File: config.mk
export PLATFORM = sky130hd
export DESIGN_NAME = utf8_validating_decoder_core
export DESIGN_NICKNAME = d
export VERILOG_FILES = /design/src/rtl/utf8vd_pkg.sv /design/src/rtl/utf8vd_byte_lane.sv /design/src/rtl/utf8vd_merge.sv /design/src/rtl/utf8_validating_decoder_core.sv
export VERILOG_INCLUDE_DIRS = /design/src /design/src/rtl
export SDC_FILE = /design/constraint.sdc
export NUM_CORES = 1
export LEC_CHECK = 0
export ABC_AREA = 1
export BUFFER_PORTS_ARGS = -buffer_cell sky130_fd_sc_hd__clkbuf_2
export CAP_MARGIN = 20
export CORE_MARGIN = 2
export CORE_UTILIZATION = 61
export CTS_CLUSTER_DIAMETER = 200
export DETAILED_ROUTE_END_ITERATION = 16
export HOLD_SLACK_MARGIN = 0.12
export PLACE_DENSITY = 0.86
export SLEW_MARGIN = 20
export SYNTH_ARGS = -nofsm -noshare
export SYNTH_HDL_FRONTEND = slang
export SYNTH_HIERARCHICAL = 1
export SYNTH_SLANG_ARGS = --single-unit
File: constraint.sdc
create_clock -name clk_i -period 6.8 [get_ports clk_i]
set_clock_uncertainty 0.1 [all_clocks]
set_input_delay 0.34 -clock clk_i [delete_from_list [all_inputs] [get_ports clk_i]]
set_output_delay 0.34 -clock clk_i [all_outputs]
set_load 0.005 [all_outputs]
File: src/rtl/utf8_validating_decoder_core_assert.svh
// Assertion macros for the UTF-8 decoder core.
// Used by the top level only; expects clk_i and rst_ni in scope.
`ifndef UTF8_VALIDATING_DECODER_CORE_ASSERT_SVH
`define UTF8_VALIDATING_DECODER_CORE_ASSERT_SVH

// same-cycle implication
`define UTF8VD_ASSERT_IMP(lbl, ante, cons, msg) \
  lbl: assert property (@(posedge clk_i) disable iff (!rst_ni) (ante) |-> (cons)) \
    else $error(msg);

// next-cycle implication
`define UTF8VD_ASSERT_NXT(lbl, ante, cons, msg) \
  lbl: assert property (@(posedge clk_i) disable iff (!rst_ni) (ante) |=> (cons)) \
    else $error(msg);

`endif

File: src/rtl/utf8vd_pkg.sv
// Shared types and constants for the UTF-8 validating decoder.
// No dependencies.
package utf8vd_pkg;

  localparam int unsigned CP_W  = 21;
  localparam int unsigned LEN_W = 3;
  localparam int unsigned NUM_BYTES = 4;

  localparam logic [CP_W-1:0] REPL_RESET = 21'h00FFFD;
  localparam logic [CP_W-1:0] SURR_LO    = 21'h00D800;
  localparam logic [CP_W-1:0] SURR_HI    = 21'h00DFFF;
  localparam logic [CP_W-1:0] NONCHAR_LO = 21'h00FFFE;
  localparam logic [CP_W-1:0] NONCHAR_HI = 21'h00FFFF;
  localparam logic [CP_W-1:0] MAX_SCALAR = 21'h10FFFF;

  localparam logic [LEN_W-1:0] LEN_END = 3'd0;
  localparam logic [LEN_W-1:0] LEN_ONE = 3'd1;
  localparam logic [LEN_W-1:0] LEN_TWO = 3'd2;
  localparam logic [LEN_W-1:0] LEN_THR = 3'd3;
  localparam logic [LEN_W-1:0] LEN_FOU = 3'd4;

  // per-byte classification from one lane
  typedef struct packed {
    logic       is_zero;
    logic       is_cont;
    logic       lead1;
    logic       lead2;
    logic       lead3;
    logic       lead4;
    logic [7:0] data;
  } byte_class_t;

  typedef struct packed {
    logic [CP_W-1:0]  code_point;
    logic [LEN_W-1:0] consumed;
    logic             bad_sequence;
    logic             at_end;
  } dec_result_t;

endpackage

File: src/rtl/utf8vd_byte_lane.sv
// One byte lane: classifies a single byte of the window.
// Depends on utf8vd_pkg.
module utf8vd_byte_lane (
  input  logic [7:0]               byte_i,
  output utf8vd_pkg::byte_class_t  cls_o
);
  import utf8vd_pkg::*;

  always_comb begin
    cls_o.is_zero = (byte_i == 8'h00);
    cls_o.is_cont = ((byte_i & 8'hC0) == 8'h80);
    cls_o.lead1   = ~byte_i[7];
    cls_o.lead2   = ((byte_i & 8'hE0) == 8'hC0);
    cls_o.lead3   = ((byte_i & 8'hF0) == 8'hE0);
    cls_o.lead4   = ((byte_i & 8'hF8) == 8'hF0);
    cls_o.data    = byte_i;
  end

endmodule

File: src/rtl/utf8vd_merge.sv
// Merge stage: combines the four lane classifications into one decoded word.
// Depends on utf8vd_pkg.
module utf8vd_merge (
  input  utf8vd_pkg::byte_class_t             cls_i [utf8vd_pkg::NUM_BYTES],
  input  logic [utf8vd_pkg::CP_W-1:0]         repl_i,
  output utf8vd_pkg::dec_result_t             res_o
);
  import utf8vd_pkg::*;

  logic [CP_W-1:0]  cp1, cp2, cp3, cp4, cp_sel;
  logic [LEN_W-1:0] len_sel;
  logic             ok2, ok3, ok4, form_ok, scalar_ok;

  assign cp1 = {13'd0, cls_i[0].data};
  assign cp2 = {10'd0, cls_i[0].data[4:0], cls_i[1].data[5:0]};
  assign cp3 = {5'd0, cls_i[0].data[3:0], cls_i[1].data[5:0], cls_i[2].data[5:0]};
  assign cp4 = {cls_i[0].data[2:0], cls_i[1].data[5:0], cls_i[2].data[5:0],
                cls_i[3].data[5:0]};

  assign ok2 = cls_i[0].lead2 & cls_i[1].is_cont;
  assign ok3 = cls_i[0].lead3 & cls_i[1].is_cont & cls_i[2].is_cont;
  assign ok4 = cls_i[0].lead4 & cls_i[1].is_cont & cls_i[2].is_cont & cls_i[3].is_cont;

  always_comb begin
    cp_sel  = '0;
    len_sel = LEN_END;
    if (cls_i[0].lead1) begin
      cp_sel  = cp1;
      len_sel = LEN_ONE;
    end else if (ok2) begin
      cp_sel  = cp2;
      len_sel = LEN_TWO;
    end else if (ok3) begin
      cp_sel  = cp3;
      len_sel = LEN_THR;
    end else if (ok4) begin
      cp_sel  = cp4;
      len_sel = LEN_FOU;
    end
  end

  assign form_ok   = (len_sel != LEN_END);
  assign scalar_ok = ~((cp_sel >= SURR_LO) && (cp_sel <= SURR_HI))
                   & (cp_sel != NONCHAR_LO) & (cp_sel != NONCHAR_HI)
                   & (cp_sel <= MAX_SCALAR);

  always_comb begin
    if (cls_i[0].is_zero) begin
      res_o.code_point   = '0;
      res_o.consumed     = LEN_END;
      res_o.bad_sequence = 1'b0;
      res_o.at_end       = 1'b1;
    end else if (form_ok && scalar_ok) begin
      res_o.code_point   = cp_sel;
      res_o.consumed     = len_sel;
      res_o.bad_sequence = 1'b0;
      res_o.at_end       = 1'b0;
    end else begin
      res_o.code_point   = repl_i;
      res_o.consumed     = LEN_ONE;
      res_o.bad_sequence = 1'b1;
      res_o.at_end       = 1'b0;
    end
  end

endmodule

File: src/rtl/utf8_validating_decoder_core.sv
// UTF-8 validating decoder: four byte lanes, a merge stage, output register + skid.
// Each accepted window's result word is registered, or parked in the skid register on output stall.
// Throughput: one window per cycle while in_stall_o is low; the skid register absorbs one word on output stall.
// Reset (rst_ni low, async): output and skid empty, replacement point = U+FFFD.
// Depends on utf8vd_pkg, utf8vd_byte_lane, utf8vd_merge, the assert header.
`include "utf8_validating_decoder_core_assert.svh"
module utf8_validating_decoder_core (
  input  logic                          clk_i,
  input  logic                          rst_ni,
  input  logic                          cfg_we_i,
  input  logic [utf8vd_pkg::CP_W-1:0]   cfg_data_i,
  input  logic                          in_valid_i,
  output logic                          in_stall_o,
  input  logic [7:0]                    byte0_i,
  input  logic [7:0]                    byte1_i,
  input  logic [7:0]                    byte2_i,
  input  logic [7:0]                    byte3_i,
  output logic                          out_valid_o,
  input  logic                          out_stall_i,
  output logic [utf8vd_pkg::CP_W-1:0]   code_point_o,
  output logic [utf8vd_pkg::LEN_W-1:0]  consumed_o,
  output logic                          bad_sequence_o,
  output logic                          at_end_o
);
  import utf8vd_pkg::*;

  logic [7:0]      win [NUM_BYTES];
  byte_class_t     cls [NUM_BYTES];
  dec_result_t     res;
  logic [CP_W-1:0] repl_q;
  dec_result_t     out_q, out_d, skid_q, skid_d;
  logic            out_valid_q, out_valid_d, skid_valid_q, skid_valid_d;
  logic            accept, out_take;

  assign win[0] = byte0_i;
  assign win[1] = byte1_i;
  assign win[2] = byte2_i;
  assign win[3] = byte3_i;

  for (genvar g = 0; g < NUM_BYTES; g++) begin : g_lane
    utf8vd_byte_lane u_lane (
      .byte_i (win[g]),
      .cls_o  (cls[g])
    );
  end

  utf8vd_merge u_merge (
    .cls_i  (cls),
    .repl_i (repl_q),
    .res_o  (res)
  );

  always_ff @(posedge clk_i or negedge rst_ni) begin
    if (!rst_ni) begin
      repl_q <= REPL_RESET;
    end else if (cfg_we_i) begin
      repl_q <= cfg_data_i;
    end
  end

  assign in_stall_o = skid_valid_q;
  assign accept     = in_valid_i & ~skid_valid_q;
  assign out_take   = out_valid_q & ~out_stall_i;

  always_comb begin
    out_d        = out_q;
    skid_d       = skid_q;
    out_valid_d  = out_valid_q;
    skid_valid_d = skid_valid_q;
    if (skid_valid_q) begin
      if (out_take) begin
        out_d        = skid_q;
        skid_valid_d = 1'b0;
      end
    end else if (accept) begin
      if (!out_valid_q || out_take) begin
        out_d       = res;
        out_valid_d = 1'b1;
      end else begin
        // output word still held: park the new word
        skid_d       = res;
        skid_valid_d = 1'b1;
      end
    end else if (out_take) begin
      out_valid_d = 1'b0;
    end
  end

  always_ff @(posedge clk_i or negedge rst_ni) begin
    if (!rst_ni) begin
      out_valid_q  <= 1'b0;
      skid_valid_q <= 1'b0;
    end else begin
      out_valid_q  <= out_valid_d;
      skid_valid_q <= skid_valid_d;
    end
  end

  always_ff @(posedge clk_i) begin
    out_q  <= out_d;
    skid_q <= skid_d;
  end

  assign out_valid_o    = out_valid_q;
  assign code_point_o   = out_q.code_point;
  assign consumed_o     = out_q.consumed;
  assign bad_sequence_o = out_q.bad_sequence;
  assign at_end_o       = out_q.at_end;

  `UTF8VD_ASSERT_IMP(a_skid_needs_out, skid_valid_q, out_valid_q, "skid full with output empty")
  `UTF8VD_ASSERT_IMP(a_bad_one_byte, out_valid_q && bad_sequence_o, (consumed_o == LEN_ONE) && !at_end_o, "bad word not one byte")
  `UTF8VD_ASSERT_IMP(a_end_zero, out_valid_q && at_end_o, (consumed_o == LEN_END) && (code_point_o == '0) && !bad_sequence_o, "end word malformed")
  `UTF8VD_ASSERT_NXT(a_park_on_stall, accept && out_valid_q && out_stall_i, skid_valid_q, "stalled accept not parked")

endmodule

==> run metrics, run 1 <==
GP Congestion=0.952; TNS Setup=0 ns; outcome=finished clean; Worst-path clk slew=about 0.08 ns; drt wl/cell=13.6 um; die height=89.3 um; Period Utilization, post-route=44.6%; Worst Path Max Fanout=25; Max-slew headroom=33.8%; WP data required=6.81 ns; CTS sink cnt=75; share of cells above drive strength 1=26.3%; Final min period=~3.0 ns; Cell Rows=31; highest clock rate=329 MHz; vias in the first global route=3289; die area=7970 um^2; number of buffers created by CTS=9; crit path kind=in -> reg; GRT overflow=0; clock latency on the worst-skew pair=approximately 0.35 ns; via count=3688; total of max-cap violations=0; actual slew at the worst max-slew pin=0.994 ns; CTS root buf=clkbuf_8; Detailed Routing Iterations Pass 1=5; largest net degree at the start of global routing=44; n_diodes=0; Worst setup SP type=input pin; initial antenna violation count=0; RSZ-0062 raised after global routing=false; static leakage=about 2.4 nW; CP endpoint kind=flop; pwr/cell area=~270 nW/um^2; setup violators final=0; post-route ant nets=0; final hold vios=0; core outline area=7140 um^2; Slew Viols, Final=0; P&R area growth vs syn=13.5%; Mapped Nets=598; DP Wirelength=6790 um; Post-CTS Setup Bufs=0; total power=1.36 mW; Post-Syn Instances=540; WP data arrival=3.05 ns; Peak VDD IR=0.160 mV; Fill cells=588; Clock Path Buffers=2; first-pass GRT wire length=15500 um; Warnings, synthesis=6; nets=approximately 660; Die Wd=just under 90 um; I/O pin cnt=86; drt drc=0; Initial Util=62.1%; Via density=5.22; GRT Resource Usage Total=25.7%; IO buf count=85; Post-CTS Resized=0; CTS tree=built; Min-Delay Path Class=in -> reg; # H-tree levels=3; Post-Syn Area per Cell=8.21 um^2; detailed-route wire length=9600 um; initial DRC count=roughly 380; synthesized area=4430 um^2
worst paths after layout:
check / slack [ns] / cells after the start / end / start
min: 0.12 / 3 / repl_q[8]$_DFFE_PN1P_ / cfg_data_i[8]
max in group asynchronous: 5.84 / 2 / repl_q[2]$_DFFE_PN1P_ / rst_ni
max reg2reg: 4.49 / 3 / skid_q[7]$_DFFE_PP_ / in_stall_o$_DFF_PN0_
min in group asynchronous: 0.40 / 2 / repl_q[18]$_DFFE_PN0P_ / rst_ni
max: 3.76 / 16 / code_point_o[12]$_DFFE_PP_ / byte1_i[7]
min reg2reg: 0.38 / 2 / repl_q[15]$_DFFE_PN1P_ / repl_q[15]$_DFFE_PN1P_
per-layer routing:
layer / global-route usage (%) / vias up / share of wire [%]
li1: - / 1837 / -
met1: 37.2 / 1698 / 44
met2: 39.5 / 135 / 48
met3: 4.89 / 18 / 5.7
met4: 8.14 / 0 / 1.6
met5: 0 / - / 0
area by class of cell:
| class | instances | area [um^2] | area share (%) |
|---|---|---|---|
| Sequential cell | 75 | 2160 | 42.8 |
| Multi-Input combinational cell | 356 | 1710 | 33.9 |
| Timing Repair Buffer | 103 | 603 | 12.0 |
| Inverter | 58 | 218 | 4.33 |
| Clock buffer | 10 | 128 | 2.54 |
| Tap cell | 99 | 124 | 2.46 |
| Clock inverter | 6 | 97.6 | 1.94 |
where the power goes:
group          internal, mW  total (mW)  switching, mW
sequential            0.634       0.691         0.0572
combinational         0.112       0.293          0.181
clock                 0.212       0.380          0.168
total                 0.957        1.36          0.406
repair_timing:
item / 4_1_cts / 5_1_grt
endpoints found under the hold margin: 24 / 0
setup endpoints to repair: 0 / 0
hold buffers: 17 / 0
critical path, stage by stage:
cell and delay, ns:
clkbuf_2 0.08, inv_1 0.03, nor2_1 0.32, nand2_2 0.23, nand2_2 0.27, inv_2 0.14, nand3_1 0.13, nand2_1 0.10
nand3_1 0.08, nor2_1 0.07, a21oi_4 0.52, nand2_4 0.33, nand3_2 0.13, nand2_1 0.11, nand2_1 0.09, nand2_1 0.06
stage by stage:
stage	utilization [%]	area [um^2]	setup WS [ns]	hold WS, ns	instances
after floorplan	-	4430	4.46	-0.0556	540
after global placement	64.9	4630	3.55	0.236	674
after detailed placement	65.0	4640	3.48	0.246	674
after CTS	70.5	5030	3.84	0.125	707
after global routing	70.5	5030	3.53	0.137	707
final	70.5	5030	3.76	0.122	707
placed cells by master (no fill, tap or decap), types with 2 or more instances in the layout:
master and instances:
a21oi_2 3, o21ai_1 3, nand2_1 181, clkbuf_8 9, nand3_2 22, inv_2 5
nor2_4 3, nand3_1 19, clkinv_4 2, edfxtp_1 52, nand2_2 4, dfrtp_1 8
bufinv_16 2, dfstp_2 15, o211ai_1 3, o21ai_0 26, nor2_2 4, dlygate4sd3_1 17
nand4_1 21, clkbuf_2 85, a21oi_1 10, nor2_1 52, inv_1 52
flip-flops by register name, indices dropped and copies added, names as in the netlist:
register        cells
repl_q             21
at_end_o            1
out_valid_o         1
in_stall_o          1
code_point_o       21
skid_q             26
bad_sequence_o      1
consumed_o          3
(Power assumes the default switching activity.)
==> inputs of run 2 (changes only) <==
- ABC_AREA: 1 -> 0
- CORE_UTILIZATION: 61 -> 56
- PLACE_DENSITY: 0.86 -> 0.81
- clock period: 6.8 -> 3.1 ns (I/O delays scaled with it)
==> run metrics, run 2 <==
Net Sw Frac=27.6%; drt wl/cell=18.9 um; static leakage=between 2 and 2.5 nW; Min-Delay Path Class=in -> async; GP Congestion=0.975; final hold vios=0; crit path kind=in -> reg; Peak VDD IR=0.372 mV; setup slack, reg-to-reg=1.36 ns; P_int=2.27 mW; Warnings, synthesis=6; fraction of power consumed by sequential logic=a little under half; Crit-path slowest cell=nor4_4; detailed-route wire length=10900 um; Post-CTS Setup Bufs=0; Post-DP Area=4850 um^2; CTS sink cnt=75; # H-tree levels=3; TNS Setup=0 ns; Detailed Routing Iterations Pass 1=4; pwr/cell area=just under 600 nW/um^2; Final Util=~73%; nets=527; initial DRC count=235; actual slew at the worst max-slew pin=0.644 ns; Post-Syn Instances=346; largest net degree at the start of global routing=27; CP top delay family=simple AND/OR/NAND/NOR gates; vias in the first global route=3401; Largest Register=skid_q; CTS root buf=clkbuf_8; DP Wirelength=7900 um; I/O pin cnt=86; outcome=finished clean; WP data required=3.09 ns; WP data arrival=around 2.9 ns; Mapped Nets=404; Final min period=slightly below 3 ns; GRT Resource Usage Total=26.8%; FF-to-FF End=consumed_o[1]$_DFFE_PP_; slowest cell delay on critical path=0.36 ns; core outline area=7330 um^2; crit path from=byte0_i[6]; highest clock rate=342 MHz; Initial Util=58.2%; CP endpoint kind=flop; GRT overflow=0; CP Cell Sequence=clkbuf_2 > nand3_1 > nor3b_1 > buf_4 > nand4_1 > nor2_2 > buf_4 > a31oi_1 > nor4_4 > and4_1 > buf_4 > nor3_1 > a31o_1 > mux2_4; total of max-cap violations=0; die area=8340 um^2; Worst Path Max Fanout=8; sw power=868 uW; Logic pwr share=29.4%; Period Utilization, post-route=94.2%; via count=~3400; post-route ant nets=0; Cell Rows=31; number of buffers created by CTS=9; max reg flops=26; drt drc=0; Worst R2R Start=in_stall_o$_DFF_PN0_; n_diodes=0; post-route cell area=between 5000 and 6000 um^2; Worst-path clk slew=~0.08 ns; Clock power frac=23.7%; clock latency on the worst-skew pair=0.33 ns; Die Wd=91.3 um; initial antenna violation count=0; IO buf count=85; Worst setup SP type=input pin; P&R area growth vs syn=24.6%; Slew Viols, Final=0; Reg2Reg Depth=4; most frequent CP cell=buf_4; worst path buffer plus inverter count=4; Post-Syn Area per Cell=about 12 um^2; share of cells above drive strength 1=between 40% and 50%; die height=91.3 um; Via density=5.91; CTS tree=built; synthesized area=4270 um^2; first-pass GRT wire length=17400 um; Max-slew headroom=56.5%; most frequent cells in the layout=clkbuf_2, edfxtp_1, buf_4; setup violators final=0; commonest non-fill, non-tap cell in the layout=clkbuf_2; Clock Path Buffers=2
[run 2: area by class of cell]
cell class,count,area (um^2)
Clock buffer,11,141
Clock inverter,5,60.1
Fill cell,513,2010
Inverter,9,33.8
Multi-Input combinational cell,211,1720
Sequential cell,75,2160
Tap cell,99,124
Timing Repair Buffer,163,1090
[run 2: per-stage QoR]
stage / hold WS, ns / worst slack, ns / power [mW] / cells
after detailed placement: 0.0878 / -0.232 / 2.38 / 532
after global routing: 0.318 / -0.0477 / 3.29 / 573
after CTS: 0.256 / 0.0946 / 3.16 / 573
after global placement: 0.0746 / -0.248 / 2.35 / 532
final: 0.262 / 0.179 / 3.14 / 573
after floorplan: -0.241 / 0.205 / 2.08 / 346
[run 2: power by group through the flow]
stage                     clock network [mW]  registers (mW)  logic [mW]
after floorplan                            0            1.50       0.574
after global placement                     0            1.48       0.863
after detailed placement                   0            1.49       0.885
after CTS                              0.762            1.47       0.923
after global routing                   0.797            1.50       0.995
final                                  0.744            1.47       0.922
[run 2: routing by layer]
metal,track usage [%],vias up,routed length (um)
met5,0,-,0
met4,6.19,0,178
met3,4.32,17,813
met2,45.8,169,5400
met1,36.1,1637,4460
li1,-,1566,-
[run 2: worst max path at each step]
stage | endpoint | slack [ns] | cells past startpoint
global placement | consumed_o[1]$_DFFE_PP_ | -0.25 | 13
detailed placement | consumed_o[1]$_DFFE_PP_ | -0.23 | 13
global route | code_point_o[20]$_DFFE_PP_ | -0.05 | 14
finish | code_point_o[18]$_DFFE_PP_ | 0.18 | 14
floorplan | code_point_o[5]$_DFFE_PP_ | 0.21 | 13
CTS | consumed_o[1]$_DFFE_PP_ | 0.09 | 13
[run 2: what timing repair did]
action	4_1_cts	5_1_grt
hold buffers	25	0
setup endpoints to repair	0	12
gates resized for setup	0	6
endpoints found under the hold margin	46	0
[run 2: worst register-to-register path, cell delays in order (launching register included)]
cell and delay (ns):
dfrtp_1 0.37, buf_4 0.32, nand2_1 0.13, a21boi_2 0.15, buf_4 0.34
